$ cat config.mk
export PLATFORM = sky130hd
export DESIGN_NAME = abm_eval
export DESIGN_NICKNAME = d
export VERILOG_FILES = /design/src/design/abm_pkg.sv /design/src/design/abm_eval.sv
export SDC_FILE = /design/constraint.sdc
export NUM_CORES = 1
export LEC_CHECK = 0
export BUFFER_PORTS_ARGS = -buffer_cell sky130_fd_sc_hd__buf_4
export CAP_MARGIN = 20
export CORE_MARGIN = 2
export CORE_UTILIZATION = 40
export DETAILED_ROUTE_END_ITERATION = 8
export MAX_ROUTING_LAYER = met4
export PLACE_DENSITY_LB_ADDON = 0.3
export RECOVER_POWER = 100
export SYNTH_ARGS = -nofsm -noshare
export SYNTH_HDL_FRONTEND = slang
export SYNTH_SLANG_ARGS = --single-unit
$ cat constraint.sdc
create_clock -name clk -period 5.35 [get_ports clk]
set_input_delay 1.07 -clock clk [delete_from_list [all_inputs] [get_ports clk]]
set_output_delay 1.07 -clock clk [all_outputs]
set_load 0.1 [all_outputs]
$ cat src/design/abm_pkg.sv
// Shared types and constants for the audio block monitor.
// Used by every module of the block; depends on nothing.
`timescale 1ns / 1ps

package abm_pkg;

  // Store size default, in samples per bank
  localparam int unsigned MAX_BLOCK_DEF = 1024;

  // Field widths
  localparam int unsigned SAMPLE_W = 17;
  localparam int unsigned POS_W    = 32;
  localparam int unsigned IDX_W    = 11;
  localparam int unsigned BLEN_W   = 11;
  localparam int unsigned THR_W    = 15;
  localparam int unsigned CNT_W    = 32;
  localparam int unsigned JUMP_W   = 17;
  // Wide enough to compare an index with the largest store size
  localparam int unsigned CMP_W    = 13;

  // Configuration port
  localparam int unsigned CFG_IDX_W  = 1;
  localparam int unsigned CFG_DATA_W = 15;
  localparam logic [CFG_IDX_W-1:0] REG_BLOCK_LENGTH     = 1'd0;
  localparam logic [CFG_IDX_W-1:0] REG_DETECT_THRESHOLD = 1'd1;

  localparam logic [BLEN_W-1:0] BLOCK_LENGTH_RST     = 11'd240;
  localparam logic [THR_W-1:0]  DETECT_THRESHOLD_RST = 15'd1638;

  // Unity in sample units
  localparam logic [SAMPLE_W-1:0] UNITY = 17'd32767;
  localparam logic [IDX_W-1:0]    IDX_MAX = 11'd2047;

  // Per-beat control from the index tracker to the evaluation stage
  typedef struct packed {
    logic first;      // index zero: match restarts from have_prev
    logic have_prev;  // a full block is in the other bank
    logic in_range;   // index below block length and store size
    logic len_eq;     // index + 1 equals block length
  } abm_ctrl_t;

  // One result beat
  typedef struct packed {
    logic                repeated;
    logic [CNT_W-1:0]    rep_count;
    logic [POS_W-1:0]    det_pos;
    logic                det_valid;
    logic [JUMP_W-1:0]   max_jump;
    logic [CNT_W-1:0]    range_count;
  } abm_result_t;

endpackage

$ cat src/design/abm_eval.sv
// Evaluation stage and result register: compares with the stored block,
// updates counters, jump and detection, and holds the result beat.
// Depends on abm_pkg.
`timescale 1ns / 1ps

module abm_eval (
  input  logic                           clk,
  input  logic                           rst,
  input  logic                           en,
  input  logic                           accept,
  input  logic [abm_pkg::SAMPLE_W-1:0]   sample,
  input  logic [abm_pkg::POS_W-1:0]      sample_position,
  input  logic                           last,
  input  abm_pkg::abm_ctrl_t             ctrl,
  input  logic [abm_pkg::SAMPLE_W-1:0]   rdata,
  input  logic [abm_pkg::THR_W-1:0]      detect_threshold,
  output logic                           out_valid,
  output abm_pkg::abm_result_t           result
);
  import abm_pkg::*;

  // Stage one payload
  logic                v1;
  logic [SAMPLE_W-1:0] s1;
  logic [POS_W-1:0]    pos1;
  logic                last1;
  abm_ctrl_t           ctrl1;

  // Running state
  logic                matching;
  logic [SAMPLE_W-1:0] prior;
  logic [CNT_W-1:0]    range_count;
  logic [JUMP_W-1:0]   max_jump;
  logic                det_valid;
  logic [POS_W-1:0]    det_pos;
  logic [CNT_W-1:0]    rep_count;

  logic                matching_next;
  logic [CNT_W-1:0]    range_count_next;
  logic [JUMP_W-1:0]   max_jump_next;
  logic                det_valid_next;
  logic [POS_W-1:0]    det_pos_next;
  logic [CNT_W-1:0]    rep_count_next;
  logic                repeated;

  logic [SAMPLE_W-1:0] mag;
  logic [SAMPLE_W:0]   diff;
  logic [SAMPLE_W:0]   diff_abs;
  logic                match_now;

  // Capture the accepted beat; read data arrives alongside
  always_ff @(posedge clk) begin
    if (rst) begin
      v1 <= 1'b0;
    end else if (en) begin
      v1 <= accept;
    end
  end

  always_ff @(posedge clk) begin
    if (accept) begin
      s1    <= sample;
      pos1  <= sample_position;
      last1 <= last;
      ctrl1 <= ctrl;
    end
  end

  // Compute next running state for the beat in stage one
  always_comb begin
    mag      = s1[SAMPLE_W-1] ? -s1 : s1;
    diff     = {s1[SAMPLE_W-1], s1} - {prior[SAMPLE_W-1], prior};
    diff_abs = diff[SAMPLE_W] ? -diff : diff;

    match_now     = (ctrl1.first ? ctrl1.have_prev : matching)
                    && ctrl1.in_range && (rdata == s1);
    repeated      = last1 && ctrl1.len_eq && match_now;
    matching_next = last1 ? 1'b0 : match_now;

    range_count_next = range_count;
    if (mag > UNITY && range_count != '1) begin
      range_count_next = range_count + CNT_W'(1);
    end

    max_jump_next = max_jump;
    if (!ctrl1.first && diff_abs[JUMP_W-1:0] > max_jump) begin
      max_jump_next = diff_abs[JUMP_W-1:0];
    end

    det_valid_next = det_valid;
    det_pos_next   = det_pos;
    if (!det_valid && mag >= {{(SAMPLE_W-THR_W){1'b0}}, detect_threshold}) begin
      det_valid_next = 1'b1;
      det_pos_next   = pos1;
    end

    rep_count_next = rep_count;
    if (repeated && rep_count != '1) begin
      rep_count_next = rep_count + CNT_W'(1);
    end
  end

  // Commit state when the beat leaves stage one
  always_ff @(posedge clk) begin
    if (rst) begin
      matching    <= 1'b0;
      prior       <= '0;
      range_count <= '0;
      max_jump    <= '0;
      det_valid   <= 1'b0;
      det_pos     <= '0;
      rep_count   <= '0;
    end else if (en && v1) begin
      matching    <= matching_next;
      prior       <= s1;
      range_count <= range_count_next;
      max_jump    <= max_jump_next;
      det_valid   <= det_valid_next;
      det_pos     <= det_pos_next;
      rep_count   <= rep_count_next;
    end
  end

  // Result register
  always_ff @(posedge clk) begin
    if (rst) begin
      out_valid <= 1'b0;
    end else if (en) begin
      out_valid <= v1;
    end
  end

  always_ff @(posedge clk) begin
    if (en && v1) begin
      result.range_count <= range_count_next;
      result.max_jump    <= max_jump_next;
      result.det_valid   <= det_valid_next;
      result.det_pos     <= det_pos_next;
      result.rep_count   <= rep_count_next;
      result.repeated    <= repeated;
    end
  end

endmodule
### After elaboration in Yosys (flattened, before gate mapping)

Index checks and enable logic that the tools add are counted.

| storage, ports and cells | value |
|---|---|
| bits in registers | 303 |
| input port bits | 90 |
| output and inout port bits | 116 |
| logic and storage cells | 53 |

| operators by class | value |
|---|---|
| add/sub/neg operators | 5 |
| order comparisons | 3 |
| equality and inequality tests | 3 |
| multiplexer cells | 9 |
| reduce and logical (&&, ||, !) cells | 11 |

Operators by type and width:

| operator | number |
|---|---|
| 32-bit two-way mux | 3 |
| 32-bit by 1-bit adder with 32-bit output, second input constant | 2 |
| 32-bit inequality test, second input constant | 2 |
| 17-bit two-way mux | 3 |
| 17-bit negation | 2 |
| 17-bit by 17-bit subtractor with 18-bit output | 1 |
| 17-bit equality test | 1 |
| 17-bit by 15-bit greater-or-equal comparator with 1-bit output | 1 |
| 17-bit by 15-bit > comparator with 1-bit output, second input constant | 1 |
| 17-bit > comparator | 1 |
| 1-bit logical AND | 9 |
| 1-bit two-way mux | 3 |
| 1-bit logical NOT | 2 |

### Depth between registers and ports, before layout

| depth | value |
|---|---|
| depth in word-level cells | 6 |
| gate-level depth with buffers | 24 |
| gate-level depth less buffers | 23 |

### Least setup slack after synthesis

No wires, ideal clock.

| path | value |
|---|---|
| path type | input to register |
| from | in en |
| to | reg result[0] (netlist bit), enable pin |
| library setup time | 0.525 ns |
| arrival | 4.752 ns |
| required time | 4.825 ns |
| path slack | 0.072 ns |
| stages | 4 |
| path buffers | 2 |
| path through | nand2_1 -> inv_1 -> buf_6 -> clkbuf_1 |

| between the ends | value |
|---|---|
| word-level cells in the longest chain between the ends | 1 |

Ends and longest elaborated chain:

| item | RTL line | source |
|---|---|---|
| start: declaration | abm_eval.sv:9 | `input logic en,` |
| 1-bit logical AND | abm_eval.sv:134 | `if (en && v1) begin` |
| end: declaration | abm_eval.sv:18 | `output abm_pkg::abm_result_t result` |

No other way between the ends.
A chain may end at the register's enable or synchronous reset.

### Worst setup path in the final report

| path | value |
|---|---|
| from | reg s1[0] |
| to | reg result[44] (netlist bit), data pin |

| between the ends | value |
|---|---|
| word-level cells in the longest chain between the ends | 6 |

Ends and longest elaborated chain:

| item | RTL line | source |
|---|---|---|
| start: declaration | abm_eval.sv:24 | `logic [SAMPLE_W-1:0] s1;` |
| start signal: assignment | abm_eval.sv:62 | `s1 <= sample;` |
| 17-bit by 17-bit subtractor with 18-bit output * | abm_eval.sv:72 | `diff = {s1[SAMPLE_W-1], s1} - {prior[SAMPLE_W-1], prior};` |
| 17-bit negation | abm_eval.sv:73 | `diff_abs = diff[SAMPLE_W] ? -diff : diff;` |
| 17-bit two-way mux * | abm_eval.sv:73 |  |
| 17-bit > comparator | abm_eval.sv:86 | `if (!ctrl1.first && diff_abs[JUMP_W-1:0] > max_jump) begin` |
| 1-bit logical AND | abm_eval.sv:86 |  |
| 17-bit two-way mux * | abm_eval.sv:86 |  |
| named net max_jump_next[12] | abm_eval.sv:40 | `logic [JUMP_W-1:0] max_jump_next;` |

The timed path passes the listed nets; every way through them passes the cells marked *.

==> load_flow_metrics.sql <==
INSERT INTO impl_metrics (metric_group, metric, value, unit) VALUES
('sta', 'maxSlewViolCount', '128', ''),
('sta', 'fmax', '194', 'MHz'),
('routing', 'drt-total-wl', '33.5', 'mm'),
('routing', 'firstDrtPassIters', '4', ''),
('routing', 'routedWlPerCell', '16.0', 'µm'),
('yosys', 'synth_unique_cells', '74', ''),
('placement', 'detailed_placement_wirelength_estimate', '22.6', 'mm'),
('yosys', 'post_synth_inst_count', '1373', ''),
('worst_setup_path', 'startpoint_type', 'register', ''),
('clock_tree', 'clock_sink_count', '303', ''),
('sta', 'report.final.hold_viol_count', '0', ''),
('outcome', 'outcome', 'finished, violations left', ''),
('worst_setup_path', 'timing.critical_path.to_type', 'register', ''),
('sta', 'fin_crit', '5150', 'ps'),
('yosys', 'synth_area', '14700', 'µm²'),
('clock_tree', 'cts_max_level', '2', ''),
('worst_setup_path', 'critPathMaxFanout', '12', ''),
('layout', 'num-nets-final', '1740', ''),
('die', 'io_pins', '206', ''),
('placement', 'dpl.cell_count', '2018', ''),
('run', 'max_cap_viol_count', '2', ''),
('placement', 'dpl_worst_slack', '3.88', 'ps'),
('layout', 'final-instance-count-excl-fill', '2093', ''),
('pwr', 'vdd_ir_drop_max', '0.242', 'mV'),
('grt', 'pin_count_of_the_biggest_net_entering_global_routing', '92', ''),
('layout', 'layout.cells.most_common', 'edfxtp_1', ''),
('clock_tree', 'clock-root-buffer', 'clkbuf_16', ''),
('grt', 'gr-usage-all-layers', '0.177', ''),
('layout', 'post_route_cells_drive_above_1_share', '0.149', ''),
('die', 'die-width', '195', 'µm'),
('layout', 'area.growth.synth_to_final', '20.4', '%'),
('grt', 'grt_pass1_vias', '10100', ''),
('sta', 'final_min_period_over_clock_period', '0.962', ''),
('yosys', 'ys_async_sr_fraction', '0', ''),
('yosys', 'synth_edf_count', '169', ''),
('sta', 'setup_violations', '0', ''),
('yosys', 'postSynth.topFlopCell', 'edfxtp_1', ''),
('clock_tree', 'insertion_delay', '550', 'ps'),
('yosys', 'synth_nets', '1517', ''),
('grt', 'grt_overflow_total', '0', ''),
('sta', 'timing_worst_slew_pin_value', '3560', 'ps'),
('placement', 'place_congestion', '0.893', ''),
('routing', 'vias', '10700', ''),
('yosys', 'ys_seq_area_frac', '0.529', ''),
('min_path', 'timing.hold.worst.class', 'register to register', ''),
('die', 'core_region_area', '36300', 'µm²'),
('sta', 'post-route-worst-setup-slack', '202', 'ps'),
('sta', 'timing.slew.headroom', '-1.37', ''),
('worst_setup_path', 'critPathRequiredTime', '5640', 'ps'),
('routing', 'drt_first_iter_violations', '521', ''),
('layout', 'layout.cells.most_common_list', '169 x edfxtp_1, 154 x nor2_1, 134 x clkbuf_1, 134 x dfxtp_1, 125 x nand2_1', ''),
('pwr', 'power_per_cell_area', '355', 'nW/µm²'),
('clock_tree', 'clock_tree.buffer_depth', '3', ''),
('yosys', 'postSynthAreaPerCell', '10.7', 'µm²'),
('clock_tree', 'tritoncts', 'yes', ''),
('clock_tree', 'cts_buffers', '36', ''),
('die', 'number_of_placement_rows', '70', ''),
('placement', 'port_buffers', '205', ''),
('die', 'die-area', '38200', 'µm²'),
('sta', 'clock_skew', '10.2', 'ps'),
('worst_setup_path', 'worst_ep_arrival', '5440', 'ps'),
('routing', 'drc', '0', ''),
('die', 'initial_util', '0.403', ''),
('grt', 'antenna_violations_before_repair', '2', ''),
('grt', 'grt_pass1_wl', '52.6', 'mm'),
('outcome', 'violated_checks', 'capacitance limit, slew limit', ''),
('layout', 'num-fill-cells', '3351', ''),
('yosys', 'ys_seq_elements', '303', ''),
('sta', 'fin_hold_ws', '451', 'ps'),
('yosys', 'yosysWarningCount', '0', ''),
('routing', 'viasPerCell', '5.09', ''),
('die', 'floorplan.die.height', '195', 'µm'),
('clock_tree', 'clk_transition_reported_paths', '50', 'ps'),
('routing', 'postRouteAntennaNets', '0', ''),
('pwr', 'static-leakage-power', '6.53', 'nW'),
('worst_setup_path', 'crit_type', 'register to register', '');
stage by stage:
step	utilization	area [µm²]	TNS, ps	total power, mW
global placement	0.461	16800	0	3.75
CTS	0.495	18000	0	6.31
floorplan	-	14700	0	3.46
detailed placement	0.461	16800	0	3.76
finish	0.485	17600	0	6.26
global route	0.485	17600	-449	6.52
synth_stat cells, types with 4 or more instances:
library cell / n / area [µm²]
a211oi_1: 11 / 82.6
a21o_1: 12 / 90.1
a21oi_1: 68 / 340
and2_1: 5 / 31.3
and3_1: 14 / 87.6
and4_1: 7 / 61.3
buf_2: 5 / 25.0
buf_4: 6 / 45.0
clkbuf_1: 42 / 158
dfxtp_1: 134 / 2680
edfxtp_1: 169 / 5070
ha_1: 53 / 663
inv_1: 61 / 229
mux2_2: 40 / 450
mux2i_1: 37 / 370
nand2_1: 126 / 473
nand2b_1: 6 / 37.5
nand3_1: 39 / 195
nand4_1: 19 / 119
nor2_1: 155 / 582
nor2b_1: 8 / 50.1
nor3_1: 32 / 160
nor4_1: 9 / 56.3
o211ai_1: 6 / 45.0
o21a_1: 11 / 82.6
o21ai_0: 42 / 210
o21bai_1: 4 / 30.0
o31ai_1: 7 / 52.6
o41ai_1: 5 / 43.8
or3_1: 19 / 119
or4_1: 5 / 37.5
xnor2_1: 86 / 753
xor2_1: 78 / 683
repair_timing:
item / CTS / global route
setup buffers: 0 / 7
endpoints found under the setup margin: 0 / 34
hold buffers: 0 / 0
resized for setup: 0 / 20
kinds of logic (layout without fill, tap and decap cells):
| group | count (synthesis) | after routing | synth area share |
|---|---|---|---|
| AOI/OAI and AO/OA | 189 | 189 | 0.0827 |
| and+or+nand+nor | 467 | 467 | 0.153 |
| adders and majority gates | 54 | 54 | 0.0466 |
| other | 0 | 2 | 0 |
| buffers and inverters | 119 | 369 | 0.0351 |
| xor gates and xnor gates | 164 | 164 | 0.0980 |
| muxes | 77 | 77 | 0.0560 |
| DFF | 303 | 303 | 0.529 |
power breakdown:
part	internal [mW]	switching [mW]	total [mW]	leakage, nW
Sequential	2.57	0.0452	2.61	2.58
Combinational	0.412	0.724	1.14	3.36
Clock	1.52	0.987	2.51	0.592
final cells by class:
cell class / count / area (µm²) / share of cell area
Clock buffer: 48 / 966 / 0.0547
Tap cell: 468 / 586 / 0.0332
Multi-Input combinational cell: 951 / 6460 / 0.366
Sequential cell: 303 / 7760 / 0.440
Inverter: 61 / 234 / 0.0133
Timing Repair Buffer: 243 / 1400 / 0.0793
Antenna cell: 2 / 5.00 / 0.000284
Clock inverter: 17 / 238 / 0.0135
sequential cells by signal (all words and copies together), names as in the netlist, 4 cells and up:
name	flops
result	115
det_pos	32
pos1	32
range_count	32
rep_count	32
max_jump	17
prior	17
s1	17
ctrl1	4
per-layer routing:
layer | up-vias | track usage | wire length (µm)
li1 | 5296 | - | -
met1 | 5076 | 0.233 | 15800
met2 | 241 | 0.273 | 15000
met3 | 49 | 0.0440 | 1970
met4 | 0 | 0.0495 | 758
met5 | - | - | 0
path summary, 6_finish.rpt:
path / startpoint / end / slack [ps] / cells after the start
setup reg to reg: s1[0] / result[44] / 200 / 23
setup / recovery: s1[0] / result[44] / 200 / 23
hold reg to reg: prior[1] / prior[1] / 450 / 2
hold / removal: prior[1] / prior[1] / 450 / 2
worst max-delay path, cell delays in order (launching register included):
cell and delay (ps):
edfxtp_1 400, inv_2 90, ha_2 180, inv_1 50, fa_2 350, a21o_1 220, a221oi_4 290, xnor2_2 140
a2111oi_4 330, and3_4 260, or3b_4 400, nor3_2 160, nor2_1 80, xor2_2 170, ha_1 310, nand4_1 120
nor2_2 130, o21ai_0 110, a21oi_1 210, o41ai_2 90, a21oi_2 200, buf_4 150, buf_12 120, mux2_2 320
Power figures use the tool's default switching activity.
