**config.mk**
```make
export PLATFORM = sky130hd
export DESIGN_NAME = abm_seq
export DESIGN_NICKNAME = d
export VERILOG_FILES = /design/src/design/abm_pkg.sv /design/src/design/abm_seq.sv
export SDC_FILE = /design/constraint.sdc
export NUM_CORES = 1
export LEC_CHECK = 0
export BUFFER_PORTS_ARGS = -buffer_cell sky130_fd_sc_hd__buf_2
export CORE_ASPECT_RATIO = 0.7
export CORE_MARGIN = 5
export CORE_UTILIZATION = 47
export CTS_BUF_LIST = sky130_fd_sc_hd__clkbuf_2 sky130_fd_sc_hd__clkbuf_4 sky130_fd_sc_hd__clkbuf_8
export DETAILED_ROUTE_END_ITERATION = 8
export MAX_ROUTING_LAYER = met4
export PLACE_DENSITY = 0.76
export SETUP_SLACK_MARGIN = 0.5
export SLEW_MARGIN = 20
export SYNTH_ARGS = -nofsm -noshare
export SYNTH_HDL_FRONTEND = slang
export SYNTH_SLANG_ARGS = --single-unit
```
**constraint.sdc**
```tcl
create_clock -name clk -period 6.3 [get_ports clk]
set_input_delay 1.26 -clock clk [delete_from_list [all_inputs] [get_ports clk]]
set_output_delay 1.26 -clock clk [all_outputs]
set_load 0.005 [all_outputs]
```
**src/design/abm_pkg.sv**
```systemverilog
// Shared types and constants for the audio block monitor.
// Used by every module of the block; depends on nothing.
`timescale 1ns / 1ps

package abm_pkg;

  // Store size default, in samples per bank
  localparam int unsigned MAX_BLOCK_DEF = 1024;

  // Field widths
  localparam int unsigned SAMPLE_W = 17;
  localparam int unsigned POS_W    = 32;
  localparam int unsigned IDX_W    = 11;
  localparam int unsigned BLEN_W   = 11;
  localparam int unsigned THR_W    = 15;
  localparam int unsigned CNT_W    = 32;
  localparam int unsigned JUMP_W   = 17;
  // Wide enough to compare an index with the largest store size
  localparam int unsigned CMP_W    = 13;

  // Configuration port
  localparam int unsigned CFG_IDX_W  = 1;
  localparam int unsigned CFG_DATA_W = 15;
  localparam logic [CFG_IDX_W-1:0] REG_BLOCK_LENGTH     = 1'd0;
  localparam logic [CFG_IDX_W-1:0] REG_DETECT_THRESHOLD = 1'd1;

  localparam logic [BLEN_W-1:0] BLOCK_LENGTH_RST     = 11'd240;
  localparam logic [THR_W-1:0]  DETECT_THRESHOLD_RST = 15'd1638;

  // Unity in sample units
  localparam logic [SAMPLE_W-1:0] UNITY = 17'd32767;
  localparam logic [IDX_W-1:0]    IDX_MAX = 11'd2047;

  // Per-beat control from the index tracker to the evaluation stage
  typedef struct packed {
    logic first;      // index zero: match restarts from have_prev
    logic have_prev;  // a full block is in the other bank
    logic in_range;   // index below block length and store size
    logic len_eq;     // index + 1 equals block length
  } abm_ctrl_t;

  // One result beat
  typedef struct packed {
    logic                repeated;
    logic [CNT_W-1:0]    rep_count;
    logic [POS_W-1:0]    det_pos;
    logic                det_valid;
    logic [JUMP_W-1:0]   max_jump;
    logic [CNT_W-1:0]    range_count;
  } abm_result_t;

endpackage

```
**src/design/abm_seq.sv**
```systemverilog
// Block index and bank tracker: forms store addresses and per-beat control.
// Depends on abm_pkg.
`timescale 1ns / 1ps

module abm_seq #(
  parameter int unsigned MAX_BLOCK = abm_pkg::MAX_BLOCK_DEF
) (
  input  logic                              clk,
  input  logic                              rst,
  input  logic                              accept,
  input  logic                              last,
  input  logic [abm_pkg::BLEN_W-1:0]        block_length,
  output logic                              store_we,
  output logic [$clog2(2*MAX_BLOCK)-1:0]    waddr,
  output logic [$clog2(2*MAX_BLOCK)-1:0]    raddr,
  output abm_pkg::abm_ctrl_t                ctrl
);
  import abm_pkg::*;

  localparam int unsigned AW = $clog2(2 * MAX_BLOCK);
  localparam logic [AW-1:0] BANK_OFS = AW'(MAX_BLOCK);

  logic [IDX_W-1:0] idx;
  logic             bank;
  logic             have_prev;

  logic [IDX_W-1:0] idx_next;
  logic             bank_next;
  logic             have_prev_next;
  logic             in_store;
  logic [AW-1:0]    idx_addr;

  // Decode the current index
  always_comb begin
    in_store       = {{(CMP_W-IDX_W){1'b0}}, idx} < CMP_W'(MAX_BLOCK);
    ctrl.first     = (idx == '0);
    ctrl.have_prev = have_prev;
    ctrl.in_range  = in_store && (idx < block_length);
    ctrl.len_eq    = ({1'b0, idx} + (IDX_W+1)'(1)) == {1'b0, block_length};
  end

  // Active bank takes the write, the other bank is read back
  always_comb begin
    idx_addr = AW'(idx);
    store_we = accept && in_store;
    waddr    = bank ? idx_addr + BANK_OFS : idx_addr;
    raddr    = bank ? idx_addr : idx_addr + BANK_OFS;
  end

  // Advance index (held at IDX_MAX), restart it on last; flip bank at the end of a full-length block
  always_comb begin
    idx_next       = idx;
    bank_next      = bank;
    have_prev_next = have_prev;
    if (accept) begin
      if (last) begin
        idx_next = '0;
        if (ctrl.len_eq) begin
          bank_next      = ~bank;
          have_prev_next = 1'b1;
        end
      end else if (idx != IDX_MAX) begin
        idx_next = idx + IDX_W'(1);
      end
    end
  end

  always_ff @(posedge clk) begin
    if (rst) begin
      idx       <= '0;
      bank      <= 1'b0;
      have_prev <= 1'b0;
    end else begin
      idx       <= idx_next;
      bank      <= bank_next;
      have_prev <= have_prev_next;
    end
  end

endmodule

```
Word level (Yosys, flattened, before mapping)
Cells that the tools add are included.
{"block": "word_totals", "elab_cells": 21, "reg_bits": 13, "output_inout_bits": 27, "input_bits": 15}
{"block": "classes", "n_bitwise": 1, "eq_ne": 2, "muxes": 4, "n_reduce_logical": 6, "n_lt_le_gt_ge": 2, "addsub": 3}
{"operator": "$mux 11", "count": 4}
{"operator": "$add 11x1->12 const B", "count": 1}
{"operator": "$eq 12x11->1", "count": 1}
{"operator": "$add 11x1->11 const B", "count": 1}
{"operator": "$add 11x11->11 const B", "count": 1}
{"operator": "$logic_not 11->1", "count": 1}
{"operator": "$lt 11x11->1", "count": 1}
{"operator": "$lt 11x11->1 const B", "count": 1}
{"operator": "$ne 11x11->1 const B", "count": 1}
{"operator": "$reduce_and 3->1", "count": 1}
{"operator": "$logic_and 1x1->1", "count": 2}
{"operator": "$reduce_and 2->1", "count": 1}
{"operator": "$reduce_bool 2->1", "count": 1}
{"operator": "$not 1->1", "count": 1}

Depth between registers and ports, before layout
Gate-level depths: netlist of the first run.
{"block": "logic_depth", "ltp_word": 3, "mapped_depth": 8, "ltp_nobuf": 8}

Worst setup path after synthesis of the first run
No wires, ideal clock.
{"block": "synth_timing", "path_kind": "input -> output", "from": "input block_length[5] in the netlist's numbering", "to": "output ctrl[1] in the netlist's numbering", "t_arrival_ns": 2.461, "n_path_buf": 0, "cell_stages": 7, "slack_ns": 2.579, "path_cell_list": "inv_1 > ha_1 > a21o_1 > a221o_1 > a31oi_1 > o21ai_0 > a31oi_1"}
{"item": "from (decl)", "line_no": "abm_seq.sv:12", "text": "input logic [abm_pkg::BLEN_W-1:0] block_length,"}
{"item": "to (decl)", "line_no": "abm_seq.sv:16", "text": "output abm_pkg::abm_ctrl_t ctrl"}

==> results of run 1 <==
## routing by layer
layer | up-vias | track usage
li1 | 646 | -
met1 | 556 | 0.232
met2 | 39 | 0.220
met3 | 2 | 0.0471
met4 | 0 | 0.0152
met5 | - | -
## stage by stage
step	power [uW]	hold WS, ps	std cells
6_report	193	444	234
5_1_grt	204	497	234
4_1_cts	195	450	234
3_5_place_dp	116	441	230
3_3_place_gp	115	439	230
2_1_floorplan	104	426	180
## cells by family (layout without fill, tap and decap cells)
logic type      count (synthesis)  count (layout)  share of synthesized area
buf+inv                        41              59                      0.182
mux                             1               1                     0.0109
simple gates                   58              58                      0.241
compound gates                 39              39                      0.166
fa+ha+maj                      13              13                      0.118
xor+xnor                       15              15                     0.0950
flops                          13              13                      0.188
## worst max-delay path by stage
stage	startpoint	endpoint	slack [ps]
after floorplan	block_length[5]	ctrl[1]	2580
after global placement	block_length[5]	ctrl[1]	2260
after detailed placement	block_length[5]	ctrl[1]	2160
after CTS	block_length[5]	ctrl[1]	2150
after global routing	block_length[6]	ctrl[1]	2080
final	block_length[5]	ctrl[1]	2150
## layout make-up
class | instances | area (um^2)
clock buffers | 4 | 48.8
fillers | 290 | 1320
inverters | 14 | 52.6
multi-input cells | 126 | 871
flip-flops and latches | 13 | 260
well taps | 36 | 45.0
repair buffers | 41 | 205
## report_power, final
group          leakage (uW)  internal (uW)  switching, uW
logic              0.000598           13.1           17.0
clock network     0.0000262           49.0           30.5
registers          0.000105           82.8           1.10
## tightest hold or removal path, delay by kind of cell, from the launching register on
family / cells / cell delay (ps)
AOI/OAI and AO/OA: 1 / 50
buffers and inverters: 1 / 40
DFF: 1 / 300
## state kept, by name (all words and copies together), names as in the netlist
register	flops
bank	1
have_prev	1
idx	11
## cells in the final DEF (no fill, tap or decap), types with 2 or more instances in the layout
| cell | count |
|---|---|
| buf_2 | 41 |
| inv_1 | 14 |
| nor2_1 | 14 |
| a21oi_1 | 13 |
| ha_1 | 13 |
| dfxtp_1 | 13 |
| o21ai_0 | 12 |
| xnor2_1 | 8 |
| xor2_1 | 7 |
| nand2_1 | 7 |
| nand3_1 | 5 |
| nor4_1 | 4 |
| and3_1 | 3 |
| a21o_1 | 3 |
| a31oi_1 | 3 |
| nor3_1 | 3 |
| nand3b_1 | 3 |
| clkbuf_8 | 3 |
| nor2b_1 | 2 |
| nand2b_1 | 2 |
| or4_1 | 2 |
| or3_2 | 2 |
| nand4_1 | 2 |
| a211oi_1 | 2 |
| or3_1 | 2 |
==> summary.md, run 1 <==
| Metric | Value |
|---|---|
| Outcome | `finished, final reports clean` |
| Flops & latches, synth | `13` |
| CP max stage cell | `a221o_1` |
| Drt via density | `5.31` |
| Hold Path End | `have_prev` |
| Most frequent cell after synthesis | `buf_4` |
| Synth Instances | `between 150 and 200` |
| Pre-CTS WS | `~2200 ps` |
| Post-synth top area share | `0.188` |
| Slew headroom | `0.556` |
| CP max stage delay | `~340 ps` |
| First-pass GRT wire length | `about 5100 um` |
| Largest net degree at the start of global routing | `15` |
| Routed WL | `~3100 um` |
| Critical Path AT | `~2900 ps` |
| Initial antenna violation count | `0` |
| Setup CP Type | `in -> out` |
| Post-CTS Setup Bufs | `0` |
| Port Buffers | `41` |
| Max Slew Vio Count | `0` |
| Clock tree buffer depth | `2` |
| Leading area contributor after synthesis | `dfxtp_1` |
| Die Y | `55.4 um` |
| DR pass1 iterations | `4` |
| Nets | `227` |
| Vias in the first global route | `1089` |
| Hold_sp | `have_prev` |
| Die W | `between 70 and 80 um` |
| Yosys warns | `0` |
| Ys flop type | `dfxtp_1` |
| Die area | `~0.0041 mm^2` |
| RSZ-0062 raised after global routing | `no` |
| PD cells | `~130 mW/mm^2` |
| Crit-path max FO | `2` |
| Area grow syn2layout | `7.24%` |
| Routed Antenna Nets | `0` |
| Rows | `16` |
| Final WS setup | `around 2100 ps` |
| Mapped cell area | `around 0.0014 mm^2` |
| CP Depth | `9` |
| Met1 wire length | `~1500 um` |
| Detail Placement HPWL | `2410 um` |
| Clock Root Buffer | `clkbuf_8` |
| # setup viols final | `0` |
| Clock transition at path regs | `60 ps` |
| Post-synth EDFFs | `0` |
| Post-route cell area | `roughly 0.0015 mm^2` |
| Worst r2r dst | `bank` |
| CTS HTree Levels | `1` |
| Fmax | `~240 MHz` |
| Register area share after synthesis | `0.188` |
| Clk Latency, worst-skew pair | `about 240 ps` |
| Most frequent cells after synthesis | `buf_4, inv_1, nor2_1` |
| Final Hold Viols | `0` |
| Core area | `approximately 0.0028 mm^2` |
| Period minus WS final | `slightly above 4000 ps` |
| GRT Util Overall | `0.158` |
| Worst-Margin Slew | `around 660 ps` |
| Starting Density | `0.493` |
| PostCTS Resize Cnt | `0` |
| Leakage power | `0.000729 uW` |
| DRC Markers | `0` |
| Flop-to-flop setup slack | `approximately 3600 ps` |
| WL met2 | `~1300 um` |
| Worst-path cell chain | `buf_2 -> inv_1 -> ha_1 -> a21o_1 -> a221o_1 -> a31oi_1 -> o21ai_0 -> a31oi_1 -> buf_2` |
| Ant. Diodes | `0` |
| Synth top area cells | `dfxtp_1, buf_4, ha_1` |
| Buf+Inv Stages, Crit Path | `3` |
| R2r startpoint | `idx[1]` |
| # clock sinks | `13` |
| Critical Path RT | `slightly above 5000 ps` |
| Final clock skew | `1.09 ps` |
| Routed wire per std cell | `roughly 13 um` |
| VDD IR max | `between 100 and 150 uV` |
| Layout cells sized above 1 | `0.268` |
| Syn_nets | `between 200 and 250` |
| IO Count | `42` |
| HP Class | `reg -> reg` |
| Hold path cells | `2` |
| Family with the most delay on the worst path | `compound AO/OA/AOI/OAI gates` |
| Asr flop ratio synth | `0` |
| Netlist cell types | `40` |
| DR top layer | `met4` |
| Wire length on met3 | `approximately 250 um` |
| Dpl cell area | `~0.0014 mm^2` |
| Gpl congestion | `approximately 0.85` |
| CTS tree | `yes` |
| # hold bufs at CTS | `0` |
| Final worst-path cycle share | `0.659` |
| 1st-iter DRT viols | `62` |
| Final Core Density | `0.529` |
| Setup TNS Final | `0 ps` |
| Total number of vias | `1243` |
| Maxcap violations | `0` |
| Num CTS Buffers | `3` |
| GRT Residual Overflow | `0` |
| Syn Area/Cell | `7.68 um^2` |
| Crit start category | `input port` |
| Worst setup EP type | `primary output` |
| Worst Reg-to-Reg Cells | `7` |
(Power assumes the default switching activity.)
==> inputs of run 2 (changes only) <==
Settings changed: ABC_AREA set to 1, PLACE_DENSITY 0.76 to 0.75.
Clock period 6.3 ns to 4.14 ns, I/O delays scaled along.
==> summary.md, run 2 <==
| Metric | Value |
|---|---|
| Post-synth EDFFs | `0` |
| Num CTS Buffers | `3` |
| Worst Reg-to-Reg Cells | `7` |
| Die Y | `slightly below 60 um` |
| Flops & latches, synth | `13` |
| Final WS setup | `between 1000 and 1500 ps` |
| Outcome | `finished, final reports clean` |
| Area grow syn2layout | `8.71%` |
| Total number of vias | `1614` |
| Ys flop type | `dfxtp_1` |
| Most common cell after layout, fill and taps aside | `nand2_1` |
| Pre-CTS WS | `1300 ps` |
| Netlist cell types | `25` |
| Crit-path max FO | `9` |
| PostCTS Resize Cnt | `0` |
| Post-CTS Setup Bufs | `0` |
| Crit start category | `flip-flop` |
| Mapped cell area | `approximately 0.0015 mm^2` |
| PD cells | `about 190 mW/mm^2` |
| Most frequent cells after synthesis | `nand2_1, nand3_1, inv_1` |
| Critical Path RT | `around 3300 ps` |
| Setup CP Type | `reg -> out` |
| Core area | `between 0.003 and 0.004 mm^2` |
| VDD IR max | `138 uV` |
| CTS tree | `yes` |
| Leading area contributor after synthesis | `nand2_1` |
| Die area | `~0.0045 mm^2` |
| Clock Root Buffer | `clkbuf_8` |
| Die W | `about 80 um` |
| Synth top area cells | `nand2_1, dfxtp_1, buf_4` |
| Clock transition at path regs | `60 ps` |
| # setup viols final | `0` |
| Routed WL | `4070 um` |
| # clock sinks | `13` |
| Routed wire per std cell | `around 13 um` |
| Syn_nets | `281` |
| Detail Placement HPWL | `~3200 um` |
| Vias in the first global route | `between 1000 and 1500` |
| Rows | `17` |
| Hold path cells | `2` |
| Syn Area/Cell | `6.02 um^2` |
| Drt via density | `between 5 and 6` |
| IO Count | `42` |
| Routed Antenna Nets | `0` |
| Clock tree buffer depth | `2` |
| 1st-iter DRT viols | `~120` |
| Leakage power | `approximately 0.00084 uW` |
| Post-synth top area share | `0.180` |
| Nets | `304` |
| Max Slew Vio Count | `0` |
| Critical Path AT | `2310 ps` |
| Slew headroom | `0.664` |
| HP Class | `reg -> reg` |
| Largest regs | `idx: 11 flops, bank: 1 flops, have_prev: 1 flops` |
| Register area share after synthesis | `0.171` |
| Maxcap violations | `0` |
| GRT Util Overall | `0.184` |
| Fmax | `319 MHz` |
| Port Buffers | `41` |
| Final worst-path cycle share | `0.758` |
| RSZ-0062 raised after global routing | `no` |
| # hold bufs at CTS | `0` |
| GRT Residual Overflow | `0` |
| Clk Latency, worst-skew pair | `about 250 ps` |
| Layout cells sized above 1 | `0.204` |
| DRC Markers | `0` |
| Synth Instances | `253` |
| Most frequent cell after synthesis | `nand2_1` |
| Starting Density | `0.487` |
| Asr flop ratio synth | `0` |
| Final Hold Viols | `0` |
| Setup TNS Final | `0 ps` |
| Final clock skew | `2.76 ps` |
| Top reg by flops | `idx` |
| Worst-Margin Slew | `~500 ps` |
| Worst setup EP type | `primary output` |
| Max reg flops | `11` |
| First-pass GRT wire length | `6480 um` |
| Gpl congestion | `0.899` |
| Commonest cells after routing, fill and taps aside | `nand2_1, buf_2, nand3_1` |
| DR pass1 iterations | `5` |
| Period minus WS final | `3140 ps` |
| Ant. Diodes | `0` |
| Largest net degree at the start of global routing | `13` |
| Initial antenna violation count | `0` |
| CTS HTree Levels | `1` |
| Yosys warns | `0` |
==> run 2: path summary, 6_finish.rpt <==
path          endpoint  slack [ps]       from
min          have_prev         450  have_prev
max reg2reg     idx[7]        2000     idx[1]
min reg2reg  have_prev         450  have_prev
max            ctrl[0]        1000     idx[1]
==> run 2: critical path, cell delays in order (launching register included) <==
cell and delay, ps:
dfxtp_1 500, ha_1 290, nand2_1 160, nor2_4 210, nand3_1 190, nand3_1 150
nand3_1 110, nor4_1 300, buf_2 160
==> run 2: layer usage <==
metal  GRT usage  share of wire  vias up  wire length, um
li1            -              -      854                -
met1       0.268           0.49      693             1990
met2       0.263           0.40       65             1630
met3      0.0466           0.11        2              438
met4      0.0217         0.0042        0               17
met5           -              0        -                0
==> run 2: logic make-up after synthesis <==
group | Yosys count | share of synthesized area
buffers and inverters | 56 | 0.192
flip-flops | 13 | 0.171
AO/OA/AOI/OAI | 22 | 0.0822
adder cells (fa/ha/maj) | 13 | 0.107
XOR/XNOR | 2 | 0.0115
AND/OR/NAND/NOR | 147 | 0.436
==> run 2: area by class of cell <==
| cell class | instances | area (um^2) |
|---|---|---|
| sequential | 13 | 260 |
| timing repair buffer | 41 | 205 |
| tap | 38 | 47.5 |
| multi-input combinational | 184 | 970 |
| inverter | 33 | 124 |
| fill | 329 | 1470 |
| clock buffer | 4 | 48.8 |
==> run 2: through the flow <==
step / utilization / hold WS, ps / cells / power [uW] / cell area [um^2]
floorplan: - / 430 / 253 / 166 / 1520
global route: 0.529 / 496 / 313 / 326 / 1660
finish: 0.529 / 450 / 313 / 309 / 1660
detailed placement: 0.514 / 445 / 309 / 186 / 1610
global placement: 0.514 / 434 / 309 / 185 / 1610
CTS: 0.529 / 455 / 313 / 311 / 1660
==> run 2: where the power goes <==
| group | switching [uW] | internal, uW |
|---|---|---|
| clock network | 50.5 | 74.7 |
| logic | 34.2 | 21.1 |
| registers | 2.56 | 126 |
| total | 87.3 | 222 |
